File: src/sv/lra_pkg.sv
`timescale 1ns / 1ps

package lra_pkg;

	localparam int SLOTS_DEF = 8;
	localparam int NUM_WREGS = 8;
	localparam int WREG_IDX_W = 3;
	localparam int WEIGHT_W = 16;
	localparam int BUDGET_W = 16;
	localparam int SHARE_W = 16;
	localparam int SLOT_IDX_W = 3;
	localparam int PROD_W = BUDGET_W + WEIGHT_W;
	localparam int ADDR_W = 5;
	localparam int DATA_W = 32;

	typedef logic [WEIGHT_W-1:0] weight_t;
	typedef logic [SHARE_W-1:0] share_t;

endpackage

File: src/sv/largest_remainder_apportioner_core.sv
`timescale 1ns / 1ps
// Sums the weights over the SLOTS slots, then per slot runs one multiply and a
// 32-step restoring division, then up to SLOTS-1 passes to hand out the leftover points,
// then SLOTS output beats; a zero weight total or zero budget goes straight to zero beats.
// One item at a time: the next budget is taken after the last beat leaves.
// Reset (arst_n low) clears all weights to zero.
module largest_remainder_apportioner_core
	import lra_pkg::*;
#(
	parameter int SLOTS = SLOTS_DEF
) (
	input  logic                  clk,
	input  logic                  arst_n,
	// APB
	input  logic                  psel,
	input  logic                  penable,
	input  logic                  pwrite,
	input  logic [ADDR_W-1:0]     paddr,
	input  logic [DATA_W-1:0]     pwdata,
	output logic [DATA_W-1:0]     prdata,
	output logic                  pready,
	// input channel
	input  logic                  in_valid,
	output logic                  in_ready,
	input  logic [BUDGET_W-1:0]   budget,
	// output channel
	output logic                  out_valid,
	input  logic                  out_ready,
	output logic [SLOT_IDX_W-1:0] slot_index,
	output logic [SHARE_W-1:0]    share,
	output logic                  last
);

	localparam int IDX_W = (SLOTS > 1) ? $clog2(SLOTS) : 1;
	localparam int TOTAL_W = WEIGHT_W + $clog2(SLOTS);
	localparam int CNT_W = $clog2(PROD_W);
	localparam logic [IDX_W-1:0] LAST_IDX = IDX_W'(SLOTS - 1);
	localparam logic [CNT_W-1:0] LAST_BIT = CNT_W'(PROD_W - 1);

	localparam logic [2:0] ST_IDLE = 3'd0;
	localparam logic [2:0] ST_SUM  = 3'd1;
	localparam logic [2:0] ST_MUL  = 3'd2;
	localparam logic [2:0] ST_DIV  = 3'd3;
	localparam logic [2:0] ST_PICK = 3'd4;
	localparam logic [2:0] ST_GIVE = 3'd5;
	localparam logic [2:0] ST_OUT  = 3'd6;

	logic [2:0]          state_q;
	weight_t             w_q [NUM_WREGS];
	logic [BUDGET_W-1:0] budget_q;
	logic [TOTAL_W-1:0]  total_q;
	logic [IDX_W-1:0]    idx_q;
	logic [CNT_W-1:0]    cnt_q;
	logic [PROD_W-1:0]   prod_q;
	logic [TOTAL_W-1:0]  rem_q;
	share_t              quot_q;
	share_t              assigned_q;
	share_t              leftover_q;
	share_t              share_q [SLOTS];
	logic [TOTAL_W-1:0]  resid_q [SLOTS];
	logic [SLOTS-1:0]    taken_q;
	logic                zero_q;
	logic                found_q;
	logic [IDX_W-1:0]    best_q;
	logic [TOTAL_W-1:0]  best_res_q;

	// one restoring division step
	logic [TOTAL_W:0]    trial;
	logic                q_bit;
	logic [TOTAL_W-1:0]  rem_next;
	share_t              quot_next;
	logic [TOTAL_W-1:0]  total_next;
	weight_t             w_cur;
	logic                eligible;

	assign w_cur = w_q[WREG_IDX_W'(idx_q)];
	assign trial = {rem_q, prod_q[PROD_W-1]};
	assign q_bit = (trial >= {1'b0, total_q});
	assign rem_next = q_bit ? TOTAL_W'(trial - {1'b0, total_q}) : TOTAL_W'(trial);
	assign quot_next = {quot_q[SHARE_W-2:0], q_bit};
	assign total_next = total_q + TOTAL_W'(w_cur);
	assign eligible = (w_cur != '0) && !taken_q[idx_q];

	assign pready = 1'b1;
	assign prdata = DATA_W'(w_q[paddr[ADDR_W-1:2]]);

	assign in_ready = (state_q == ST_IDLE);
	assign out_valid = (state_q == ST_OUT);
	assign slot_index = SLOT_IDX_W'(idx_q);
	assign share = zero_q ? '0 : share_q[idx_q];
	assign last = (idx_q == LAST_IDX);

	always_ff @(posedge clk or negedge arst_n) begin
		if (!arst_n) begin
			for (int i = 0; i < NUM_WREGS; i++) begin
				w_q[i] <= '0;
			end
		end else if (psel && penable && pwrite) begin
			w_q[paddr[ADDR_W-1:2]] <= pwdata[WEIGHT_W-1:0];
		end
	end

	always_ff @(posedge clk or negedge arst_n) begin
		if (!arst_n) begin
			state_q <= ST_IDLE;
			idx_q <= '0;
			cnt_q <= '0;
			taken_q <= '0;
			zero_q <= 1'b0;
			found_q <= 1'b0;
		end else begin
			case (state_q)
				ST_IDLE: begin
					if (in_valid) begin
						state_q <= ST_SUM;
						idx_q <= '0;
						taken_q <= '0;
						zero_q <= 1'b0;
					end
				end
				ST_SUM: begin
					idx_q <= (idx_q == LAST_IDX) ? '0 : idx_q + 1'b1;
					if (idx_q == LAST_IDX) begin
						if (total_next == '0 || budget_q == '0) begin
							zero_q <= 1'b1;
							state_q <= ST_OUT;
						end else begin
							state_q <= ST_MUL;
						end
					end
				end
				ST_MUL: begin
					cnt_q <= '0;
					state_q <= ST_DIV;
				end
				ST_DIV: begin
					cnt_q <= cnt_q + 1'b1;
					if (cnt_q == LAST_BIT) begin
						if (idx_q == LAST_IDX) begin
							idx_q <= '0;
							found_q <= 1'b0;
							// leftover is at most SLOTS-1
							state_q <= (budget_q == assigned_q + quot_next) ? ST_OUT : ST_PICK;
						end else begin
							idx_q <= idx_q + 1'b1;
							state_q <= ST_MUL;
						end
					end
				end
				ST_PICK: begin
					if (eligible && (!found_q || resid_q[idx_q] > best_res_q)) begin
						found_q <= 1'b1;
					end
					if (idx_q == LAST_IDX) begin
						idx_q <= '0;
						state_q <= ST_GIVE;
					end else begin
						idx_q <= idx_q + 1'b1;
					end
				end
				ST_GIVE: begin
					found_q <= 1'b0;
					if (found_q) begin
						taken_q[best_q] <= 1'b1;
					end
					if (!found_q || leftover_q == share_t'(1)) begin
						state_q <= ST_OUT;
					end else begin
						state_q <= ST_PICK;
					end
				end
				ST_OUT: begin
					if (out_ready) begin
						if (idx_q == LAST_IDX) begin
							idx_q <= '0;
							state_q <= ST_IDLE;
						end else begin
							idx_q <= idx_q + 1'b1;
						end
					end
				end
				default: begin
					state_q <= ST_IDLE;
				end
			endcase
		end
	end

	// datapath, no reset
	always_ff @(posedge clk) begin
		case (state_q)
			ST_IDLE: begin
				budget_q <= budget;
				total_q <= '0;
				assigned_q <= '0;
			end
			ST_SUM: begin
				total_q <= total_next;
			end
			ST_MUL: begin
				prod_q <= budget_q * w_cur;
				rem_q <= '0;
				quot_q <= '0;
			end
			ST_DIV: begin
				prod_q <= {prod_q[PROD_W-2:0], 1'b0};
				rem_q <= rem_next;
				quot_q <= quot_next;
				if (cnt_q == LAST_BIT) begin
					share_q[idx_q] <= quot_next;
					resid_q[idx_q] <= rem_next;
					assigned_q <= assigned_q + quot_next;
					leftover_q <= budget_q - (assigned_q + quot_next);
				end
			end
			ST_PICK: begin
				// strict compare keeps the lower index on ties
				if (eligible && (!found_q || resid_q[idx_q] > best_res_q)) begin
					best_q <= idx_q;
					best_res_q <= resid_q[idx_q];
				end
			end
			ST_GIVE: begin
				if (found_q) begin
					share_q[best_q] <= share_q[best_q] + 1'b1;
					leftover_q <= leftover_q - 1'b1;
				end
			end
			default: begin
			end
		endcase
	end

endmodule
File: config.mk
export PLATFORM = sky130hd
export DESIGN_NAME = largest_remainder_apportioner_core
export DESIGN_NICKNAME = d
export VERILOG_FILES = /design/src/sv/lra_pkg.sv /design/src/sv/largest_remainder_apportioner_core.sv
export SDC_FILE = /design/constraint.sdc
export NUM_CORES = 2
export LEC_CHECK = 0
export BUFFER_PORTS_ARGS = -buffer_cell sky130_fd_sc_hd__buf_4
export CORE_MARGIN = 8
export CORE_UTILIZATION = 60
export DETAILED_ROUTE_END_ITERATION = 8
export GPL_ROUTABILITY_DRIVEN = 0
export GPL_TIMING_DRIVEN = 0
export PLACE_DENSITY = 0.82
export SETUP_SLACK_MARGIN = 0.15
export SLEW_MARGIN = 20
export SYNTH_ARGS = -nofsm -noshare
export SYNTH_HDL_FRONTEND = slang
export SYNTH_SLANG_ARGS = --single-unit
File: constraint.sdc
create_clock -name clk -period 16.2 [get_ports clk]
set_clock_uncertainty 0.05 [all_clocks]
set_input_delay 0.81 -clock clk [delete_from_list [all_inputs] [get_ports clk]]
set_output_delay 0.81 -clock clk [all_outputs]
set_load 0.02 [all_outputs]
=== Yosys cells after proc, flatten, opt, wreduce, memory -nomap -nowiden ===
Memories as Yosys holds them, arrays and structs flattened. A register that Yosys moved wholly into a read port is not among the register bits.
Index checks and enable logic that the tools add are counted.

* Latch bits: 0
* Input bits: 60
* Memories: 2
* Register bits after elaboration: 304
* Bits in writable memories: 280
* Output and inout port bits: 55
* Memory bits (read-only): 0

{| class="wikitable"
|+ Memories
! name !! depth !! bits a word !! read ports !! clocked after memory_dff !! wr ports !! RTL line !! text
|-
| resid_q || 8 || 19 || 1 || 0 || 1 || largest_remainder_apportioner_core.sv:60 || <nowiki>logic [TOTAL_W-1:0] resid_q [SLOTS];</nowiki>
|-
| share_q || 8 || 16 || 2 || 1 || 1 || largest_remainder_apportioner_core.sv:59 || <nowiki>share_t share_q [SLOTS];</nowiki>
|}

* Divide/modulo/power cells: 0
* Shift-type cells: 0
* Add/subtract/negate cells: 8
* Equality and inequality tests: 20
* Multiply operators: 1
* Order comparisons: 8
* Bitwise logic cells: 3
* Reductions and logical operators: 32
* Mux-type cells: 62

{| class="wikitable"
|+ Operators with widths
! kind !! count
|-
| two-way mux 16 bit || 10
|-
| bitwise mux 128 bit || 1
|-
| binary-select mux 16 bit (select 3 bit) || 2
|-
| one-hot mux 19 bit (2 select lines) || 2
|-
| one-hot mux 16 bit (2 select lines) || 2
|-
| one-hot mux 32 bit (2 select lines) || 1
|-
| demux 16 bit (select 3 bit) || 1
|-
| two-way mux 3 bit || 14
|-
| multiplier 16 x 16 -> 32 bit || 1
|-
| one-hot mux 15 bit (2 select lines) || 1
|-
| one-hot mux 3 bit (7 select lines) || 1
|-
| greater-or-equal comparator 20 x 19 -> 1 bit || 1
|-
| adder 19 x 16 -> 19 bit || 1
|-
| > comparator 19 bit || 1
|-
| zero test 19 bit || 1
|-
| two-way mux 19 bit || 1
|-
| subtractor 19 bit || 1
|-
| adder 16 x 1 -> 16 bit, second input constant || 1
|-
| adder 16 bit || 1
|-
| == test 16 x 1 -> 1 bit, second input constant || 1
|-
| == test 16 bit || 1
|-
| zero test 16 bit || 1
|-
| two-way mux 8 bit || 2
|-
| != test 2 bit, second input constant || 8
|-
| other kinds (38) || 77
|}

=== Longest topological paths before layout ===
* Depth after elaboration: 10
* Mapped depth: 31
* Gate-level depth less buffers: 27

=== Least setup slack after synthesis ===
Ideal clock, no wire load.

* Path type: register -> register
* Start point: register idx_q[2], in the netlist slot_index[2]
* End point: register prod_q[30], data pin
* Arrival time: 6982 ps
* Clock period less this slack: 7201 ps
* Path slack: 8999 ps
* Path buffers: 4
* Setup time: 169 ps
* Cell stages (with the launch flop): 29
* Cell sequence: dfrtp_1 buf_2 buf_6 buf_2 mux4_2 and2_0 a221o_1 clkbuf_1 and2_1 fa_1 inv_1 fa_1 inv_1 fa_1 fa_1 fa_1 inv_1 fa_1 inv_1 ha_1 a21o_1 a21o_1 nor3_1 a21oi_1 a311o_1 nand3_1 a21boi_0 o21a_1 o31ai_1

* Word-level cells in the longest chain between the ends: 6

{| class="wikitable"
|+ RTL lines
! what !! RTL line !! text
|-
| from (decl) || largest_remainder_apportioner_core.sv:52 || <nowiki>logic [IDX_W-1:0] idx_q;</nowiki>
|-
| from (signal assigned) || largest_remainder_apportioner_core.sv:122 || <nowiki>idx_q <= (idx_q == LAST_IDX) ? '0 : idx_q + 1'b1;</nowiki>
|-
| from (signal assigned) || largest_remainder_apportioner_core.sv:145 || <nowiki>idx_q <= idx_q + 1'b1;</nowiki>
|-
| from (signal assigned) || largest_remainder_apportioner_core.sv:158 || <nowiki>idx_q <= idx_q + 1'b1;</nowiki>
|-
| NOT 3 -> 4 bit (implied by the code) || largest_remainder_apportioner_core.sv:76 || <nowiki>assign w_cur = w_q[WREG_IDX_W'(idx_q)];</nowiki>
|-
| binary-select mux 16 bit (select 3 bit) || largest_remainder_apportioner_core.sv:76 ||
|-
| two-way mux 16 bit (implied by the code) (2 in a row) || largest_remainder_apportioner_core.sv:76 ||
|-
| multiplier 16 x 16 -> 32 bit || largest_remainder_apportioner_core.sv:201 || <nowiki>prod_q <= budget_q * w_cur;</nowiki>
|-
| one-hot mux 32 bit (2 select lines) || largest_remainder_apportioner_core.sv:191 || <nowiki>case (state_q)</nowiki>
|-
| to (signal assigned) || largest_remainder_apportioner_core.sv:201 ||
|-
| to (signal assigned) || largest_remainder_apportioner_core.sv:206 || <nowiki>prod_q <= {prod_q[PROD_W-2:0], 1'b0};</nowiki>
|-
| to (decl) || largest_remainder_apportioner_core.sv:54 || <nowiki>logic [PROD_W-1:0] prod_q;</nowiki>
|}

Every way passes these cells. The select of a mux whose other input is x is not followed.
A chain may end at the register's enable or synchronous reset.

=== Worst setup path in the final report ===
* Start point: register idx_q[1], in the netlist slot_index[1]
* End point: register prod_q[31], data pin

The elaborated chain is that of the path after synthesis.

==> results.ini <==
[synthesis]
syn-cell-area_um2 = 37380
syn_inst = 3190
ys_seq_elements = 587
synth_cell_types = 86
yosys_warnings = 0
ys_async_sr_fraction = 0.2538
syn_area_per_cell_um2 = 11.72
synth_edf_count = 435
synthFlopType = edfxtp_1
ys_seq_area_frac = 0.4508

[die]
core_um2 = 61710
start_util = 0.6058
dieWidth_um = 265.6
rows = 91
die_area_um2 = 70550
die_y_um = 265.6
io-pin-count = 115

[worst_setup_path]
cp.required_ns = 16.50
startpoint_type = flop
endpoint_kind = flop
crit_type = flop to flop
worstPathArrival_ns = 10.33
cp_max_fo = 10

[routing]
wl_per_cell_um = 24.21
drt-initial-drc-count = 2960
via_per_inst = 6.435
first_pass_iters = 7
ant_nets = 0
dr_total_vias = 27300
drc = 0
wl_mm = 102.7

[global_routing]
antenna_found_initial = 0
grt_max_degree = 87
overflow = 0
grt_pass1_vias = 27890
grt_pass1_wl_mm = 158.2
grt.total_usage = 0.2886

[finish]
syn_to_final_growth_pct = 10.93
multi_input_area_um2 = 18820
ff_latch_area_um2 = 16850
nNetsFinal = 3812
n_fill_cell = 4448
fin_util = 0.6720
layout-drive-gt1-share = 0.1336
instances_no_fill = 4243
num_antenna_cells = 0

[timing]
rsz0062_at_grt = no
fin_tns_setup_ns = 0
hold_violations = 0
tightest_slew_ns = 1.264
slew_violations = 0
fin_crit_sh = 0.6193
fmax_mhz = 99.67
period_minus_slack_ns = 10.03
worst_slack_ns = 6.167
setup_violations = 0
slew_headroom = 0.1514

[clock_network]
clk_pin_slew_worst_paths_ns = 0.06
holdBufCountCts = 0
h-tree-depth = 2
cts_setup_buffers = 0
clock-sinks = 587
cts_buffers = 57
cts_resized = 0
cts_tree = yes
clk_latency_ns = 0.64
cts_root_buffer = clkbuf_16
cts.path.max_buffers = 3

[min_path]
hold_class = input pin to asynchronous set/reset pin

[flow_run]
max_cap_violations = 0

[place]
dpl.hpwl_mm = 73.59
place_inst = 4137
preCtsSetupSlack_ns = 6.426
port_buffers = 76

[run_status]
status = finished clean

[per-layer routing]
| layer | vias to the layer above | GRT usage | part of all wire |
|---|---|---|---|
| li1 | 11830 | - | - |
| met1 | 13510 | 0.3585 | 0.37 |
| met2 | 1585 | 0.4726 | 0.47 |
| met3 | 386 | 0.06353 | 0.10 |
| met4 | 0 | 0.1526 | 0.061 |
| met5 | - | 0 | 0 |
[layout by cell type, fill, tap and decap left out, types with 128 or more instances in the layout]
cell type	n
a22oi_1	198
and2_1	134
clkbuf_1	128
dfrtp_1	149
edfxtp_1	435
fa_1	198
ha_1	195
inv_1	293
mux2_2	148
nand2_1	269
nor2_1	152
[final cells by class]
type,instances,share of cell area
multi-input cells,2152,0.4539
repair buffers,95,0.02010
flip-flops and latches,587,0.4064
clock buffers,79,0.04088
plain buffers,172,0.01886
inverters,294,0.02661
well taps,837,0.02525
clock inverters,27,0.008026
[cells in the mapped netlist, types with 16 or more instances]
library cell,count,area [µm²]
fa_1,198,3964
clkbuf_1,120,450.4
a211oi_1,25,187.7
and3_1,39,244.0
xnor2_1,57,499.2
nand3_1,30,150.1
and2_1,134,838.3
a21oi_1,92,460.4
dfrtp_1,149,3729
inv_1,293,1100
o21ai_0,89,445.4
buf_2,16,80.08
o21a_1,22,165.2
a31oi_1,23,143.9
nor2b_1,18,112.6
mux2_2,148,1667
mux2i_1,34,340.3
nor2_1,163,611.8
nor3_1,34,170.2
xor2_1,49,429.2
nand2_1,269,1010
a41oi_1,17,148.9
mux4_2,30,675.7
a22oi_1,198,1486
nand4_1,40,250.2
nor4_1,17,106.4
buf_4,20,150.1
ha_1,195,2440
edfxtp_1,435,13060
a21o_1,35,262.8
[through the flow]
step | hold slack (ns) | instance area [µm²]
after detailed placement | 0.4369 | 39430
after global routing | 0.09608 | 41470
after global placement | 0.4187 | 39060
final | 0.07088 | 41470
after floorplan | 0.4063 | 37440
after CTS | 0.08035 | 41460
[sequential cells by signal (all words and copies together) (netlist names), 5 cells and up, named ones only]
signal      flops
prod_q         32
resid_q       152
rem_q          19
quot_q         15
total_q        19
best_res_q     19
taken_q         8
w_q           128
cnt_q           5
budget_q       16
share_q       128
leftover_q     16
assigned_q     16
[kinds of logic after synthesis]
group                      share of synthesized area
and+or+nand+nor                               0.1023
AOI/OAI and AO/OA                             0.1135
DFF                                           0.4508
buffers and inverters                        0.05034
adders and majority gates                     0.1716
muxes                                        0.08592
xor gates and xnor gates                     0.02547
other                                      0.0002009
[final timing paths]
check,slack [ns],to,cells after the start,from
hold reg to reg,0.45,cnt_q[4],2,cnt_q[4]
setup reg to reg,6.17,prod_q[31],26,slot_index[1]
min in group clk,0.31,budget_q[7],1,budget[7]
max in group asynchronous,15.17,state_q[1],2,arst_n
setup / recovery,6.17,prod_q[31],26,slot_index[1]
hold / removal,0.07,w_q[56],1,arst_n
[worst max-delay path, cell delays in order, from the launching register on]
cell,delay [ns]
dfrtp_1,0.61
buf_2,0.34
buf_2,0.27
buf_1,0.74
a31oi_1,0.16
o221ai_1,0.93
clkbuf_1,0.75
nand2_1,0.16
fa_1,0.48
fa_1,0.52
inv_1,0.05
fa_1,0.56
fa_1,0.43
fa_1,0.49
inv_1,0.05
fa_1,0.57
inv_1,0.07
ha_1,0.38
nand3_1,0.10
nor2_1,0.24
o211ai_1,0.15
o21a_1,0.23
o221ai_1,0.35
o211ai_1,0.20
a31oi_1,0.24
xnor2_1,0.14
o21ai_0,0.50
Power is left out: the tool's default activity adds up to more than one toggle a clock period on the data nets, which glitch-free logic cannot reach.
